===== config.mk =====
export PLATFORM = sky130hd
export DESIGN_NAME = dual_wheel_speed_pi_loop
export DESIGN_NICKNAME = d
export VERILOG_FILES = /design/src/design/dwspi_pkg.sv /design/src/design/dual_wheel_speed_pi_loop.sv /design/src/design/dwspi_regs.sv /design/src/design/dwspi_front.sv /design/src/design/dwspi_back.sv
export SDC_FILE = /design/constraint.sdc
export NUM_CORES = 2
export LEC_CHECK = 0
export BUFFER_PORTS_ARGS = -buffer_cell sky130_fd_sc_hd__buf_2
export CAP_MARGIN = 20
export CORE_ASPECT_RATIO = 0.9
export CORE_MARGIN = 5
export CORE_UTILIZATION = 35
export DETAILED_ROUTE_END_ITERATION = 10
export GPL_TIMING_DRIVEN = 0
export PLACE_DENSITY = 0.47
export SLEW_MARGIN = 0
export SYNTH_ARGS = -nofsm -noshare
export SYNTH_HDL_FRONTEND = slang
export SYNTH_SLANG_ARGS = --single-unit

===== constraint.sdc =====
create_clock -name i_clk -period 13.25 [get_ports i_clk]
set_input_delay 0.6625 -clock i_clk [delete_from_list [all_inputs] [get_ports i_clk]]
set_output_delay 0.6625 -clock i_clk [all_outputs]
set_load 0.02 [all_outputs]

===== src/design/dwspi_pkg.sv =====
// ----------------------------------------------------------------------------
// dwspi_pkg: shared types and constants of the dual wheel speed PI loop
// Register codes, configuration and item structs, sequencer steps and the
// fixed constants of the turn-term divider.
// ----------------------------------------------------------------------------
`default_nettype none

package dwspi_pkg;

    localparam int FRACTION_BITS_DEF = 12;

    // input queue between front and back
    localparam int QUEUE_DEPTH = 2;

    // configuration port
    localparam int CFG_IDX_W  = 3;
    localparam int CFG_DATA_W = 17;

    // stream widths
    localparam int S_TDATA_W = 56;
    localparam int M_TDATA_W = 64;

    // shared multiplier
    localparam int MUL_A_W = 33;
    localparam int MUL_B_W = 29;
    localparam int MUL_P_W = MUL_A_W + MUL_B_W;

    localparam logic [16:0] ALPHA_MAX = 17'd65536;

    // round(v / 1000) = floor((v + 500) / 1000); bias by 34000 * 1000 to keep
    // the dividend positive, then multiply by ceil(2^37 / 1000)
    localparam logic [MUL_A_W-1:0] TURN_OFFSET      = 33'd34000500;
    localparam logic signed [17:0] TURN_BIAS_Q      = 18'sd34000;
    localparam logic [MUL_B_W-1:0] TURN_RECIP       = 29'd137438954;
    localparam int                 TURN_RECIP_SHIFT = 37;

    typedef enum logic [CFG_IDX_W-1:0] {
        REG_SPEED_SCALE    = 3'd0,
        REG_FILTER_ALPHA   = 3'd1,
        REG_HALF_SPACING   = 3'd2,
        REG_PROP_GAIN      = 3'd3,
        REG_INTEG_GAIN     = 3'd4,
        REG_ERROR_DEADBAND = 3'd5,
        REG_DRIVE_LIMIT    = 3'd6
    } t_reg_idx;

    typedef struct packed {
        logic [15:0] speed_scale;
        logic [16:0] filter_alpha;
        logic [9:0]  half_wheel_spacing;
        logic [15:0] prop_gain;
        logic [15:0] integ_gain;
        logic [11:0] error_deadband;
        logic [14:0] drive_limit;
    } t_cfg;

    // classified item: right count already negated, turn sign already set
    typedef struct packed {
        logic signed [11:0] count_left;
        logic signed [12:0] count_right_neg;
        logic signed [14:0] forward_speed;
        logic signed [16:0] turn_rate_dir;
        logic               stopped;
    } t_item;

    typedef enum logic [4:0] {
        ST_IDLE,
        ST_RAW_L,
        ST_RAW_R,
        ST_FILT_L,
        ST_FILT_R,
        ST_TURN_MUL,
        ST_SPEED_L,
        ST_DIV_MUL,
        ST_DIV_WAIT,
        ST_TURN,
        ST_ERR,
        ST_PROP_L,
        ST_INTEG_L,
        ST_PROP_R,
        ST_INTEG_R,
        ST_SUM_R,
        ST_FIN_R,
        ST_OUT
    } t_step;

endpackage

`default_nettype wire


===== src/design/dual_wheel_speed_pi_loop.sv =====
// An item passes through the input queue, sixteen schedule steps on the shared
// multiplier and one output step. The back end takes a new item only once the
// last is done, as set by the schedule of the single shared 33x29 multiplier;
// the queue and output register absorb stalls on either side.
// Reset (synchronous, active low) clears filters, accumulators, last errors,
// the queue and the output valid, and loads the register defaults.
// ----------------------------------------------------------------------------
// dual_wheel_speed_pi_loop: differential drive speed loop
// Scales and smooths both wheel speeds, forms wheel targets from forward
// speed and turn rate, and runs two incremental PI loops to give the drives.
// ----------------------------------------------------------------------------
`default_nettype none

module dual_wheel_speed_pi_loop
    import dwspi_pkg::*;
#(
    parameter int FRACTION_BITS = FRACTION_BITS_DEF
) (
    input  wire logic                  i_clk,
    input  wire logic                  i_rst_n,
    input  wire logic                  i_s_axis_tvalid,
    output logic                       o_s_axis_tready,
    // count_left[11:0], count_right[23:12], forward_speed[38:24],
    // turn_rate[54:39], zero fill[55]
    input  wire logic [S_TDATA_W-1:0]  i_s_axis_tdata,
    // stopped
    input  wire logic                  i_s_axis_tuser,
    output logic                       o_m_axis_tvalid,
    input  wire logic                  i_m_axis_tready,
    // drive_left[15:0], drive_right[31:16], speed_left[47:32],
    // speed_right[63:48]
    output logic [M_TDATA_W-1:0]       o_m_axis_tdata,
    input  wire logic                  i_cfg_valid,
    output logic                       o_cfg_ready,
    input  wire logic [CFG_IDX_W-1:0]  i_cfg_index,
    input  wire logic [CFG_DATA_W-1:0] i_cfg_data
);

    t_cfg  w_cfg;
    logic  w_q_valid;
    logic  w_q_ready;
    t_item w_q_item;

    dwspi_regs u_regs (
        .i_clk       (i_clk),
        .i_rst_n     (i_rst_n),
        .i_cfg_valid (i_cfg_valid),
        .o_cfg_ready (o_cfg_ready),
        .i_cfg_index (i_cfg_index),
        .i_cfg_data  (i_cfg_data),
        .o_cfg       (w_cfg)
    );

    dwspi_front u_front (
        .i_clk     (i_clk),
        .i_rst_n   (i_rst_n),
        .i_valid   (i_s_axis_tvalid),
        .o_ready   (o_s_axis_tready),
        .i_data    (i_s_axis_tdata),
        .i_user    (i_s_axis_tuser),
        .o_q_valid (w_q_valid),
        .i_q_ready (w_q_ready),
        .o_q_item  (w_q_item)
    );

    dwspi_back #(
        .FRACTION_BITS (FRACTION_BITS)
    ) u_back (
        .i_clk     (i_clk),
        .i_rst_n   (i_rst_n),
        .i_cfg     (w_cfg),
        .i_q_valid (w_q_valid),
        .o_q_ready (w_q_ready),
        .i_q_item  (w_q_item),
        .o_m_valid (o_m_axis_tvalid),
        .i_m_ready (i_m_axis_tready),
        .o_m_data  (o_m_axis_tdata)
    );

    a_alpha_range: assert property (@(posedge i_clk) disable iff (!i_rst_n)
        w_cfg.filter_alpha <= ALPHA_MAX)
        else $error("filter alpha above one");

    a_drive_symmetric: assert property (@(posedge i_clk) disable iff (!i_rst_n)
        o_m_axis_tvalid |-> (o_m_axis_tdata[15:0] != 16'h8000 &&
                             o_m_axis_tdata[31:16] != 16'h8000))
        else $error("drive outside symmetric range");

    a_one_item_in_back: assert property (@(posedge i_clk) disable iff (!i_rst_n)
        (w_q_valid && w_q_ready) |=> !w_q_ready)
        else $error("back end took a second item while busy");

endmodule

`default_nettype wire


===== src/design/dwspi_regs.sv =====
// ----------------------------------------------------------------------------
// dwspi_regs: configuration registers
// Takes register writes by index and presents the settings as one struct.
// ----------------------------------------------------------------------------
`default_nettype none

module dwspi_regs
    import dwspi_pkg::*;
(
    input  wire logic                  i_clk,
    input  wire logic                  i_rst_n,
    input  wire logic                  i_cfg_valid,
    output logic                       o_cfg_ready,
    input  wire logic [CFG_IDX_W-1:0]  i_cfg_index,
    input  wire logic [CFG_DATA_W-1:0] i_cfg_data,
    output t_cfg                       o_cfg
);

    t_cfg r_cfg;
    t_cfg n_cfg;

    assign o_cfg_ready = 1'b1;
    assign o_cfg       = r_cfg;

    always_comb begin
        n_cfg = r_cfg;
        if (i_cfg_valid) begin
            unique case (t_reg_idx'(i_cfg_index))
                REG_SPEED_SCALE:    n_cfg.speed_scale = i_cfg_data[15:0];
                REG_FILTER_ALPHA: begin
                    // saturate alpha at one
                    n_cfg.filter_alpha = (i_cfg_data > ALPHA_MAX) ? ALPHA_MAX : i_cfg_data;
                end
                REG_HALF_SPACING:   n_cfg.half_wheel_spacing = i_cfg_data[9:0];
                REG_PROP_GAIN:      n_cfg.prop_gain = i_cfg_data[15:0];
                REG_INTEG_GAIN:     n_cfg.integ_gain = i_cfg_data[15:0];
                REG_ERROR_DEADBAND: n_cfg.error_deadband = i_cfg_data[11:0];
                REG_DRIVE_LIMIT:    n_cfg.drive_limit = i_cfg_data[14:0];
                default:            n_cfg = r_cfg;
            endcase
        end
    end

    always_ff @(posedge i_clk) begin
        if (!i_rst_n) begin
            r_cfg.speed_scale        <= 16'd1678;
            r_cfg.filter_alpha       <= 17'd32768;
            r_cfg.half_wheel_spacing <= 10'd80;
            r_cfg.prop_gain          <= 16'd400;
            r_cfg.integ_gain         <= 16'd300;
            r_cfg.error_deadband     <= 12'd0;
            r_cfg.drive_limit        <= 15'd8000;
        end else begin
            r_cfg <= n_cfg;
        end
    end

endmodule

`default_nettype wire


===== src/design/dwspi_front.sv =====
// ----------------------------------------------------------------------------
// dwspi_front: input side
// Accepts items, negates the right count, sets the turn sign for reverse
// travel and holds the result in a short queue for the back end.
// ----------------------------------------------------------------------------
`default_nettype none

module dwspi_front
    import dwspi_pkg::*;
(
    input  wire logic                 i_clk,
    input  wire logic                 i_rst_n,
    input  wire logic                 i_valid,
    output logic                      o_ready,
    input  wire logic [S_TDATA_W-1:0] i_data,
    input  wire logic                 i_user,
    output logic                      o_q_valid,
    input  wire logic                 i_q_ready,
    output t_item                     o_q_item
);

    localparam int PTR_W = $clog2(QUEUE_DEPTH);
    localparam int CNT_W = $clog2(QUEUE_DEPTH + 1);

    t_item              r_mem [QUEUE_DEPTH];
    logic [PTR_W-1:0]   r_wr_ptr;
    logic [PTR_W-1:0]   r_rd_ptr;
    logic [CNT_W-1:0]   r_count;
    t_item              w_item;
    logic signed [11:0] w_count_right;
    logic signed [15:0] w_turn;
    logic               w_push;
    logic               w_pop;

    always_comb begin
        w_count_right          = i_data[23:12];
        w_turn                 = i_data[54:39];
        w_item.count_left      = i_data[11:0];
        w_item.count_right_neg = -13'(w_count_right);
        w_item.forward_speed   = i_data[38:24];
        // flip the turn sense while reversing
        w_item.turn_rate_dir   = i_data[38] ? -17'(w_turn) : 17'(w_turn);
        w_item.stopped         = i_user;
    end

    assign o_ready   = (r_count != CNT_W'(QUEUE_DEPTH));
    assign o_q_valid = (r_count != '0);
    assign o_q_item  = r_mem[r_rd_ptr];
    assign w_push    = i_valid && o_ready;
    assign w_pop     = o_q_valid && i_q_ready;

    always_ff @(posedge i_clk) begin
        if (w_push) begin
            r_mem[r_wr_ptr] <= w_item;
        end
    end

    always_ff @(posedge i_clk) begin
        if (!i_rst_n) begin
            r_wr_ptr <= '0;
            r_rd_ptr <= '0;
            r_count  <= '0;
        end else begin
            if (w_push) begin
                r_wr_ptr <= (r_wr_ptr == PTR_W'(QUEUE_DEPTH - 1)) ? '0 : r_wr_ptr + 1'b1;
            end
            if (w_pop) begin
                r_rd_ptr <= (r_rd_ptr == PTR_W'(QUEUE_DEPTH - 1)) ? '0 : r_rd_ptr + 1'b1;
            end
            if (w_push && !w_pop) begin
                r_count <= r_count + 1'b1;
            end else if (w_pop && !w_push) begin
                r_count <= r_count - 1'b1;
            end
        end
    end

endmodule

`default_nettype wire


===== src/design/dwspi_back.sv =====
// ----------------------------------------------------------------------------
// dwspi_back: filter and PI sequencer
// Runs one item at a time through a fixed schedule on one shared registered
// multiplier: speed scaling, smoothing, turn term, then both PI loops.
// ----------------------------------------------------------------------------
`default_nettype none

module dwspi_back
    import dwspi_pkg::*;
#(
    parameter int FRACTION_BITS = FRACTION_BITS_DEF
) (
    input  wire logic                 i_clk,
    input  wire logic                 i_rst_n,
    input  wire t_cfg                 i_cfg,
    input  wire logic                 i_q_valid,
    output logic                      o_q_ready,
    input  wire t_item                i_q_item,
    output logic                      o_m_valid,
    input  wire logic                 i_m_ready,
    output logic [M_TDATA_W-1:0]      o_m_data
);

    localparam int          SHIFT      = 16 - FRACTION_BITS;
    localparam logic [32:0] SPEED_HALF = 33'((2 ** SHIFT) / 2);

    t_step                      r_state;
    t_step                      n_state;
    t_item                      r_item;
    logic signed [MUL_A_W-1:0]  r_ma;
    logic signed [MUL_B_W-1:0]  r_mb;
    logic signed [MUL_P_W-1:0]  r_prod;
    logic signed [31:0]         r_filt_l;
    logic signed [31:0]         r_filt_r;
    logic signed [15:0]         r_speed_l;
    logic signed [15:0]         r_speed_r;
    logic signed [17:0]         r_turn;
    logic signed [19:0]         r_err_l;
    logic signed [19:0]         r_err_r;
    logic signed [19:0]         r_prev_l;
    logic signed [19:0]         r_prev_r;
    logic signed [31:0]         r_acc_l;
    logic signed [31:0]         r_acc_r;
    logic signed [39:0]         r_sum;
    logic                       r_m_valid;
    logic [M_TDATA_W-1:0]       r_m_data;

    logic signed [MUL_A_W-1:0]  w_raw;
    logic signed [MUL_P_W-1:0]  w_rnd;
    logic signed [31:0]         w_filt_delta;
    logic [MUL_A_W-1:0]         w_u;
    logic [17:0]                w_quot;
    logic signed [39:0]         w_prod40;
    logic signed [39:0]         w_total;
    logic                       w_out_free;

    function automatic logic signed [15:0] f_speed(input logic signed [31:0] filt);
        logic signed [32:0] t;
        logic signed [32:0] s;
        t = 33'(filt) + $signed(SPEED_HALF);
        s = t >>> SHIFT;
        if (s > 33'sd32767) begin
            return 16'sh7fff;
        end else if (s < -33'sd32768) begin
            return 16'sh8000;
        end
        return s[15:0];
    endfunction

    function automatic logic f_in_band(input logic signed [19:0] err,
                                       input logic [11:0] band);
        logic signed [20:0] e;
        logic signed [20:0] mag;
        e   = 21'(err);
        mag = e[20] ? -e : e;
        return $unsigned(mag) < 21'(band);
    endfunction

    function automatic logic signed [31:0] f_clamp(input logic signed [39:0] a,
                                                   input logic [14:0] limit,
                                                   input logic stop);
        logic signed [39:0] lim;
        logic signed [39:0] nlim;
        lim  = $signed(40'(limit) << FRACTION_BITS);
        nlim = -lim;
        if (stop) begin
            return '0;
        end else if (a > lim) begin
            return lim[31:0];
        end else if (a < nlim) begin
            return nlim[31:0];
        end
        return a[31:0];
    endfunction

    // negated accumulator truncated toward zero to whole units
    function automatic logic [15:0] f_drive(input logic signed [31:0] acc,
                                            input logic stop);
        logic [31:0] mag;
        logic [31:0] t;
        if (stop) begin
            return '0;
        end
        if (!acc[31]) begin
            t = $unsigned(acc) >> FRACTION_BITS;
            t = -t;
        end else begin
            mag = -$unsigned(acc);
            t   = mag >> FRACTION_BITS;
        end
        return t[15:0];
    endfunction

    assign o_q_ready  = (r_state == ST_IDLE);
    assign o_m_valid  = r_m_valid;
    assign o_m_data   = r_m_data;
    assign w_out_free = !r_m_valid || i_m_ready;

    always_comb begin
        w_raw        = MUL_A_W'($signed(r_prod[27:0]));
        w_rnd        = r_prod + MUL_P_W'(32768);
        w_filt_delta = w_rnd[47:16];
        w_u          = r_prod[MUL_A_W-1:0] + TURN_OFFSET;
        w_quot       = r_prod[TURN_RECIP_SHIFT+17:TURN_RECIP_SHIFT];
        w_prod40     = r_prod[39:0];
        w_total      = r_sum + w_prod40;
    end

    always_ff @(posedge i_clk) begin
        if (!i_rst_n) begin
            r_state <= ST_IDLE;
        end else begin
            r_state <= n_state;
        end
    end

    always_comb begin
        n_state = r_state;
        unique case (r_state)
            ST_IDLE:     if (i_q_valid) n_state = ST_RAW_L;
            ST_RAW_L:    n_state = ST_RAW_R;
            ST_RAW_R:    n_state = ST_FILT_L;
            ST_FILT_L:   n_state = ST_FILT_R;
            ST_FILT_R:   n_state = ST_TURN_MUL;
            ST_TURN_MUL: n_state = ST_SPEED_L;
            ST_SPEED_L:  n_state = ST_DIV_MUL;
            ST_DIV_MUL:  n_state = ST_DIV_WAIT;
            ST_DIV_WAIT: n_state = ST_TURN;
            ST_TURN:     n_state = ST_ERR;
            ST_ERR:      n_state = ST_PROP_L;
            ST_PROP_L:   n_state = ST_INTEG_L;
            ST_INTEG_L:  n_state = ST_PROP_R;
            ST_PROP_R:   n_state = ST_INTEG_R;
            ST_INTEG_R:  n_state = ST_SUM_R;
            ST_SUM_R:    n_state = ST_FIN_R;
            ST_FIN_R:    n_state = ST_OUT;
            ST_OUT:      if (w_out_free) n_state = ST_IDLE;
            default:     n_state = ST_IDLE;
        endcase
    end

    // shared multiplier: operands registered in r_ma and r_mb, product registered in r_prod
    always_ff @(posedge i_clk) begin
        r_prod <= r_ma * r_mb;
        unique case (r_state)
            ST_IDLE: begin
                if (i_q_valid) begin
                    r_item <= i_q_item;
                end
            end
            ST_RAW_L: begin
                r_ma <= MUL_A_W'(r_item.count_left);
                r_mb <= MUL_B_W'(i_cfg.speed_scale);
            end
            ST_RAW_R: begin
                r_ma <= MUL_A_W'(r_item.count_right_neg);
                r_mb <= MUL_B_W'(i_cfg.speed_scale);
            end
            ST_FILT_L: begin
                r_ma <= w_raw - MUL_A_W'(r_filt_l);
                r_mb <= MUL_B_W'(i_cfg.filter_alpha);
            end
            ST_FILT_R: begin
                r_ma <= w_raw - MUL_A_W'(r_filt_r);
                r_mb <= MUL_B_W'(i_cfg.filter_alpha);
            end
            ST_TURN_MUL: begin
                r_ma <= MUL_A_W'(r_item.turn_rate_dir);
                r_mb <= MUL_B_W'(i_cfg.half_wheel_spacing);
            end
            ST_DIV_MUL: begin
                r_ma <= $signed(w_u);
                r_mb <= $signed(TURN_RECIP);
            end
            ST_TURN: begin
                r_turn <= $signed(w_quot) - TURN_BIAS_Q;
            end
            ST_ERR: begin
                r_err_l <= 20'(r_item.forward_speed) - 20'(r_turn) - 20'(r_speed_l);
                r_err_r <= 20'(r_item.forward_speed) + 20'(r_turn) - 20'(r_speed_r);
            end
            ST_PROP_L: begin
                r_ma <= MUL_A_W'(r_err_l) - MUL_A_W'(r_prev_l);
                r_mb <= MUL_B_W'(i_cfg.prop_gain);
            end
            ST_INTEG_L: begin
                r_ma <= MUL_A_W'(r_err_l);
                r_mb <= MUL_B_W'(i_cfg.integ_gain);
            end
            ST_PROP_R: begin
                r_sum <= 40'(r_acc_l) + w_prod40;
                r_ma  <= MUL_A_W'(r_err_r) - MUL_A_W'(r_prev_r);
                r_mb  <= MUL_B_W'(i_cfg.prop_gain);
            end
            ST_INTEG_R: begin
                r_ma <= MUL_A_W'(r_err_r);
                r_mb <= MUL_B_W'(i_cfg.integ_gain);
            end
            ST_SUM_R: begin
                r_sum <= 40'(r_acc_r) + w_prod40;
            end
            ST_OUT: begin
                if (w_out_free) begin
                    r_m_data <= {r_speed_r, r_speed_l,
                                 f_drive(r_acc_r, r_item.stopped),
                                 f_drive(r_acc_l, r_item.stopped)};
                end
            end
            default: begin
            end
        endcase
    end

    // loop state: filters, accumulators, last errors, and the output valid
    always_ff @(posedge i_clk) begin
        if (!i_rst_n) begin
            r_filt_l  <= '0;
            r_filt_r  <= '0;
            r_acc_l   <= '0;
            r_acc_r   <= '0;
            r_prev_l  <= '0;
            r_prev_r  <= '0;
            r_m_valid <= 1'b0;
        end else begin
            if (r_state == ST_OUT && w_out_free) begin
                r_m_valid <= 1'b1;
            end else if (r_m_valid && i_m_ready) begin
                r_m_valid <= 1'b0;
            end
            unique case (r_state)
                ST_TURN_MUL: r_filt_l <= r_filt_l + w_filt_delta;
                ST_SPEED_L:  r_filt_r <= r_filt_r + w_filt_delta;
                ST_INTEG_R: begin
                    // inside the deadband: track the error, hold the drive
                    if (!f_in_band(r_err_l, i_cfg.error_deadband)) begin
                        r_acc_l <= f_clamp(w_total, i_cfg.drive_limit, r_item.stopped);
                    end
                    r_prev_l <= r_err_l;
                end
                ST_FIN_R: begin
                    if (!f_in_band(r_err_r, i_cfg.error_deadband)) begin
                        r_acc_r <= f_clamp(w_total, i_cfg.drive_limit, r_item.stopped);
                    end
                    r_prev_r <= r_err_r;
                end
                default: begin
                end
            endcase
        end
    end

    always_ff @(posedge i_clk) begin
        unique case (r_state)
            ST_SPEED_L: r_speed_l <= f_speed(r_filt_l);
            ST_DIV_MUL: r_speed_r <= f_speed(r_filt_r);
            default: begin
            end
        endcase
    end

endmodule

`default_nettype wire

==> flow_summary.yaml <==
run_status:
  status: "finished clean"
setup_path:
  rrSetupSlack_ps: 3030
  cp.arrival_ps: 10780
  crit_slowest_cell: "clkbuf_1"
  path_max_fanout: 10
  critPathMostFrequentCell: "fa_1"
  regToRegEndpoint: "u_back.r_prod[53]"
  reg2reg_from: "u_back.r_ma[20]"
  slowest_delay_ps: 770
  critPathLaunchType: "register"
  crit_start: "u_back.r_ma[20]"
  crit_path_end_kind: "register"
  crit_end: "u_back.r_prod[53]"
  reg2reg_depth: 29
  critPathRequiredTime_ps: 13810
  path_class: "reg -> reg"
floorplan:
  num_rows: 157
  core_sq_um: 204000
  die_area_sq_um: 215000
  start_util: 0.353
  fp.dieH_um: 440
  die_x_um: 488
  num_io_pins: 149
routing:
  drtIter0Drc: 4545
  antenna_left: 0
  drc_errors: 0
  wire_per_inst_um: 24.2
  drt_wl_total_mm: 261
  vias: 56700
  drtPass1Iterations: 6
  vias_per_cell: 5.26
cts:
  cts_tree: "yes"
  clk_pin_slew_ps: 60
  htree_levels: 3
  root_buffer: "clkbuf_16"
  cts_buffer_depth: 3
  clk_latency_ps: 710
  hold_buffers: 0
  cts-resized-gates: 0
  cts_setup_buffers: 0
  cts_inserted_buffers: 88
  cts_sinks: 754
timing:
  finalClockSkew_ps: 31.0
  setup_tns_ps: 0
  rsz0062_at_grt: "no"
  fmax_mhz: 97.8
  fin_crit_sh: 0.771
  slew_headroom: 0.176
  min_period_ps: 10220
  drv_slew: 0
  hold_viol: 0
  worstMarginPinSlew_ps: 1240
  worst_hold_slack_ps: 143
  setup_viol: 0
yosys:
  syn_inst: 7736
  synth_area_per_cell_sq_um: 9.30
  synthDistinctLibCells: 112
  ys_ff_latch: 754
  ys.flop_type: "edfxtp_1"
  async_flop_share: 0
  synth_area_sq_um: 71900
  syn-num-nets: 9091
  synth-edff-count: 419
  yosysWarnings: 0
  ys_seq_area_frac: 0.268
global_route:
  antenna_found_initial: 17
  grt_overflow_total: 0
  grt_pass1_wl_mm: 384
  grt_max_degree: 50
  grt_usage: 0.241
  grt_pass1_vias: 56500
finish:
  fin_area_sq_um: 79400
  layout-drive-gt1-share: 0.0620
  syn_to_final_growth_pct: 10.4
  final_util: 0.389
  n_fill_cell: 20700
  final_nets: 9340
min_path:
  min_path_type: "in -> reg"
placed_design:
  io_buffers: 134
  gp_congestion: 0.921
  place_hpwl_mm: 215
  placed_area_sq_um: 76400
job:
  maxCapViolations: 0
[how the worst min path moves through the flow]
stage | to | depth (start not counted) | start | slack, ps
finish | u_front.r_mem[1][0] | 1 | i_s_axis_tuser | 140
global placement | u_regs.o_cfg[68] | 2 | u_regs.o_cfg[68] | 440
floorplan | u_back.o_m_data[32] | 0 | u_back.r_speed_l[0] | 430
global route | u_front.r_mem[1][24] | 1 | i_s_axis_tdata[30] | 120
detailed placement | u_back.r_acc_l[28] | 2 | u_back.r_acc_l[28] | 450
CTS | u_front.r_mem[1][0] | 1 | i_s_axis_tuser | 90
[flip-flops by register name, summed over array words and instances, names as in the netlist, 2 cells and up]
signal and cells:
u_back.r_prev_r 20, u_regs.o_cfg 102, u_back.r_ma 33, u_back.r_prev_l 20, u_back.r_state 5, u_back.r_err_r 20, u_front.r_count 2, u_back.r_speed_r 16
u_back.r_acc_l 32, u_back.r_turn 18, u_back.r_speed_l 16, u_back.r_filt_r 32, u_back.r_filt_l 32, u_back.r_mb 18, u_back.r_acc_r 32, u_back.r_prod 55
u_front.r_mem 116, u_back.r_sum 40, u_back.r_item 58, u_back.r_err_l 20, u_back.o_m_data 64
[per-layer routing]
| layer | track usage | wire length, um | vias to the layer above |
|---|---|---|---|
| li1 | - | - | 26600 |
| met1 | 0.351 | 122000 | 28100 |
| met2 | 0.373 | 114000 | 1664 |
| met3 | 0.0329 | 15900 | 305 |
| met4 | 0.0690 | 7990 | 2 |
| met5 | 0 | 13 | - |
[stage by stage]
| stage | setup slack, ps | std cells |
|---|---|---|
| global route | 2470 | 10800 |
| detailed placement | 3160 | 10600 |
| global placement | 3130 | 10600 |
| floorplan | 5300 | 7736 |
| finish | 3030 | 10800 |
| CTS | 3090 | 10800 |
[synthesized netlist by cell type (47+ instances only)]
cell	instances	area [sq um]
a211oi_1	52	390
fa_1	690	13800
nor3_1	114	571
clkbuf_1	246	923
edfxtp_1	419	12600
mux2_2	92	1040
and3_1	57	357
nand2b_1	71	444
nand3_1	159	796
o21ai_0	258	1290
a21o_1	149	1120
nor2_1	347	1300
nor2b_1	52	325
nand4_1	62	388
o31ai_1	47	353
o21a_1	58	435
xnor2_1	291	2550
nand2_1	827	3100
dfxtp_1	335	6710
inv_1	1056	3960
a21oi_1	427	2140
xor2_1	155	1360
mux2i_1	69	691
and2_1	463	2900
ha_1	583	7290
[logic make-up (layout without fill, tap and decap cells)]
| family | Yosys count | count (layout) | share of synthesized area |
|---|---|---|---|
| fa+ha+maj | 1273 | 1273 | 0.293 |
| flops | 754 | 754 | 0.268 |
| mux | 163 | 163 | 0.0244 |
| compound gates | 1402 | 1402 | 0.127 |
| simple gates | 2336 | 2336 | 0.160 |
| buf+inv | 1361 | 1684 | 0.0721 |
| xor+xnor | 446 | 446 | 0.0543 |
| other cells | 1 | 11 | 0.0000521 |
[critical path, delay by kind of cell, from the launching register on]
family	cells	cell delay, ps
xor gates and xnor gates	1	170
and+or+nand+nor	1	270
AOI/OAI and AO/OA	10	3170
adders and majority gates	9	4320
DFF	1	760
buffers and inverters	8	1370
[area by class of cell]
class	instances	area, sq um	share of cell area
timing repair buffer	159	1060	0.0133
multi-input combinational	5621	47500	0.598
clock buffer	125	2470	0.0311
tap	2703	3380	0.0426
clock inverter	39	470	0.00592
antenna	10	25.0	0.000315
buffer	301	1220	0.0153
sequential	754	19300	0.243
inverter	1060	3980	0.0501
[cell usage in the layout (no fill, tap or decap), types with 47 or more instances in the layout]
cell       Yosys  routed
a211oi_1      52      52
mux2i_1       69      69
nor2b_1       52      51
xor2_1       155     155
mux2_2        92      92
and2_1       463     462
dfxtp_1      335     335
o21ai_0      258     258
clkbuf_16      0      89
nor3_1       114     112
o21a_1        58      58
nand2b_1      71      71
nor2_1       347     344
nand2_1      827     826
ha_1         583     583
fa_1         690     690
buf_2         15     151
a21o_1       149     149
a21oi_1      427     425
nand3_1      159     159
edfxtp_1     419     419
nand4_1       62      62
and3_1        57      56
inv_1       1056    1055
xnor2_1      291     291
clkbuf_1     246     267
o31ai_1       47      47
Power is not shown: default switching activity piles up to over one toggle a cycle in this logic, so the estimate is an artifact.
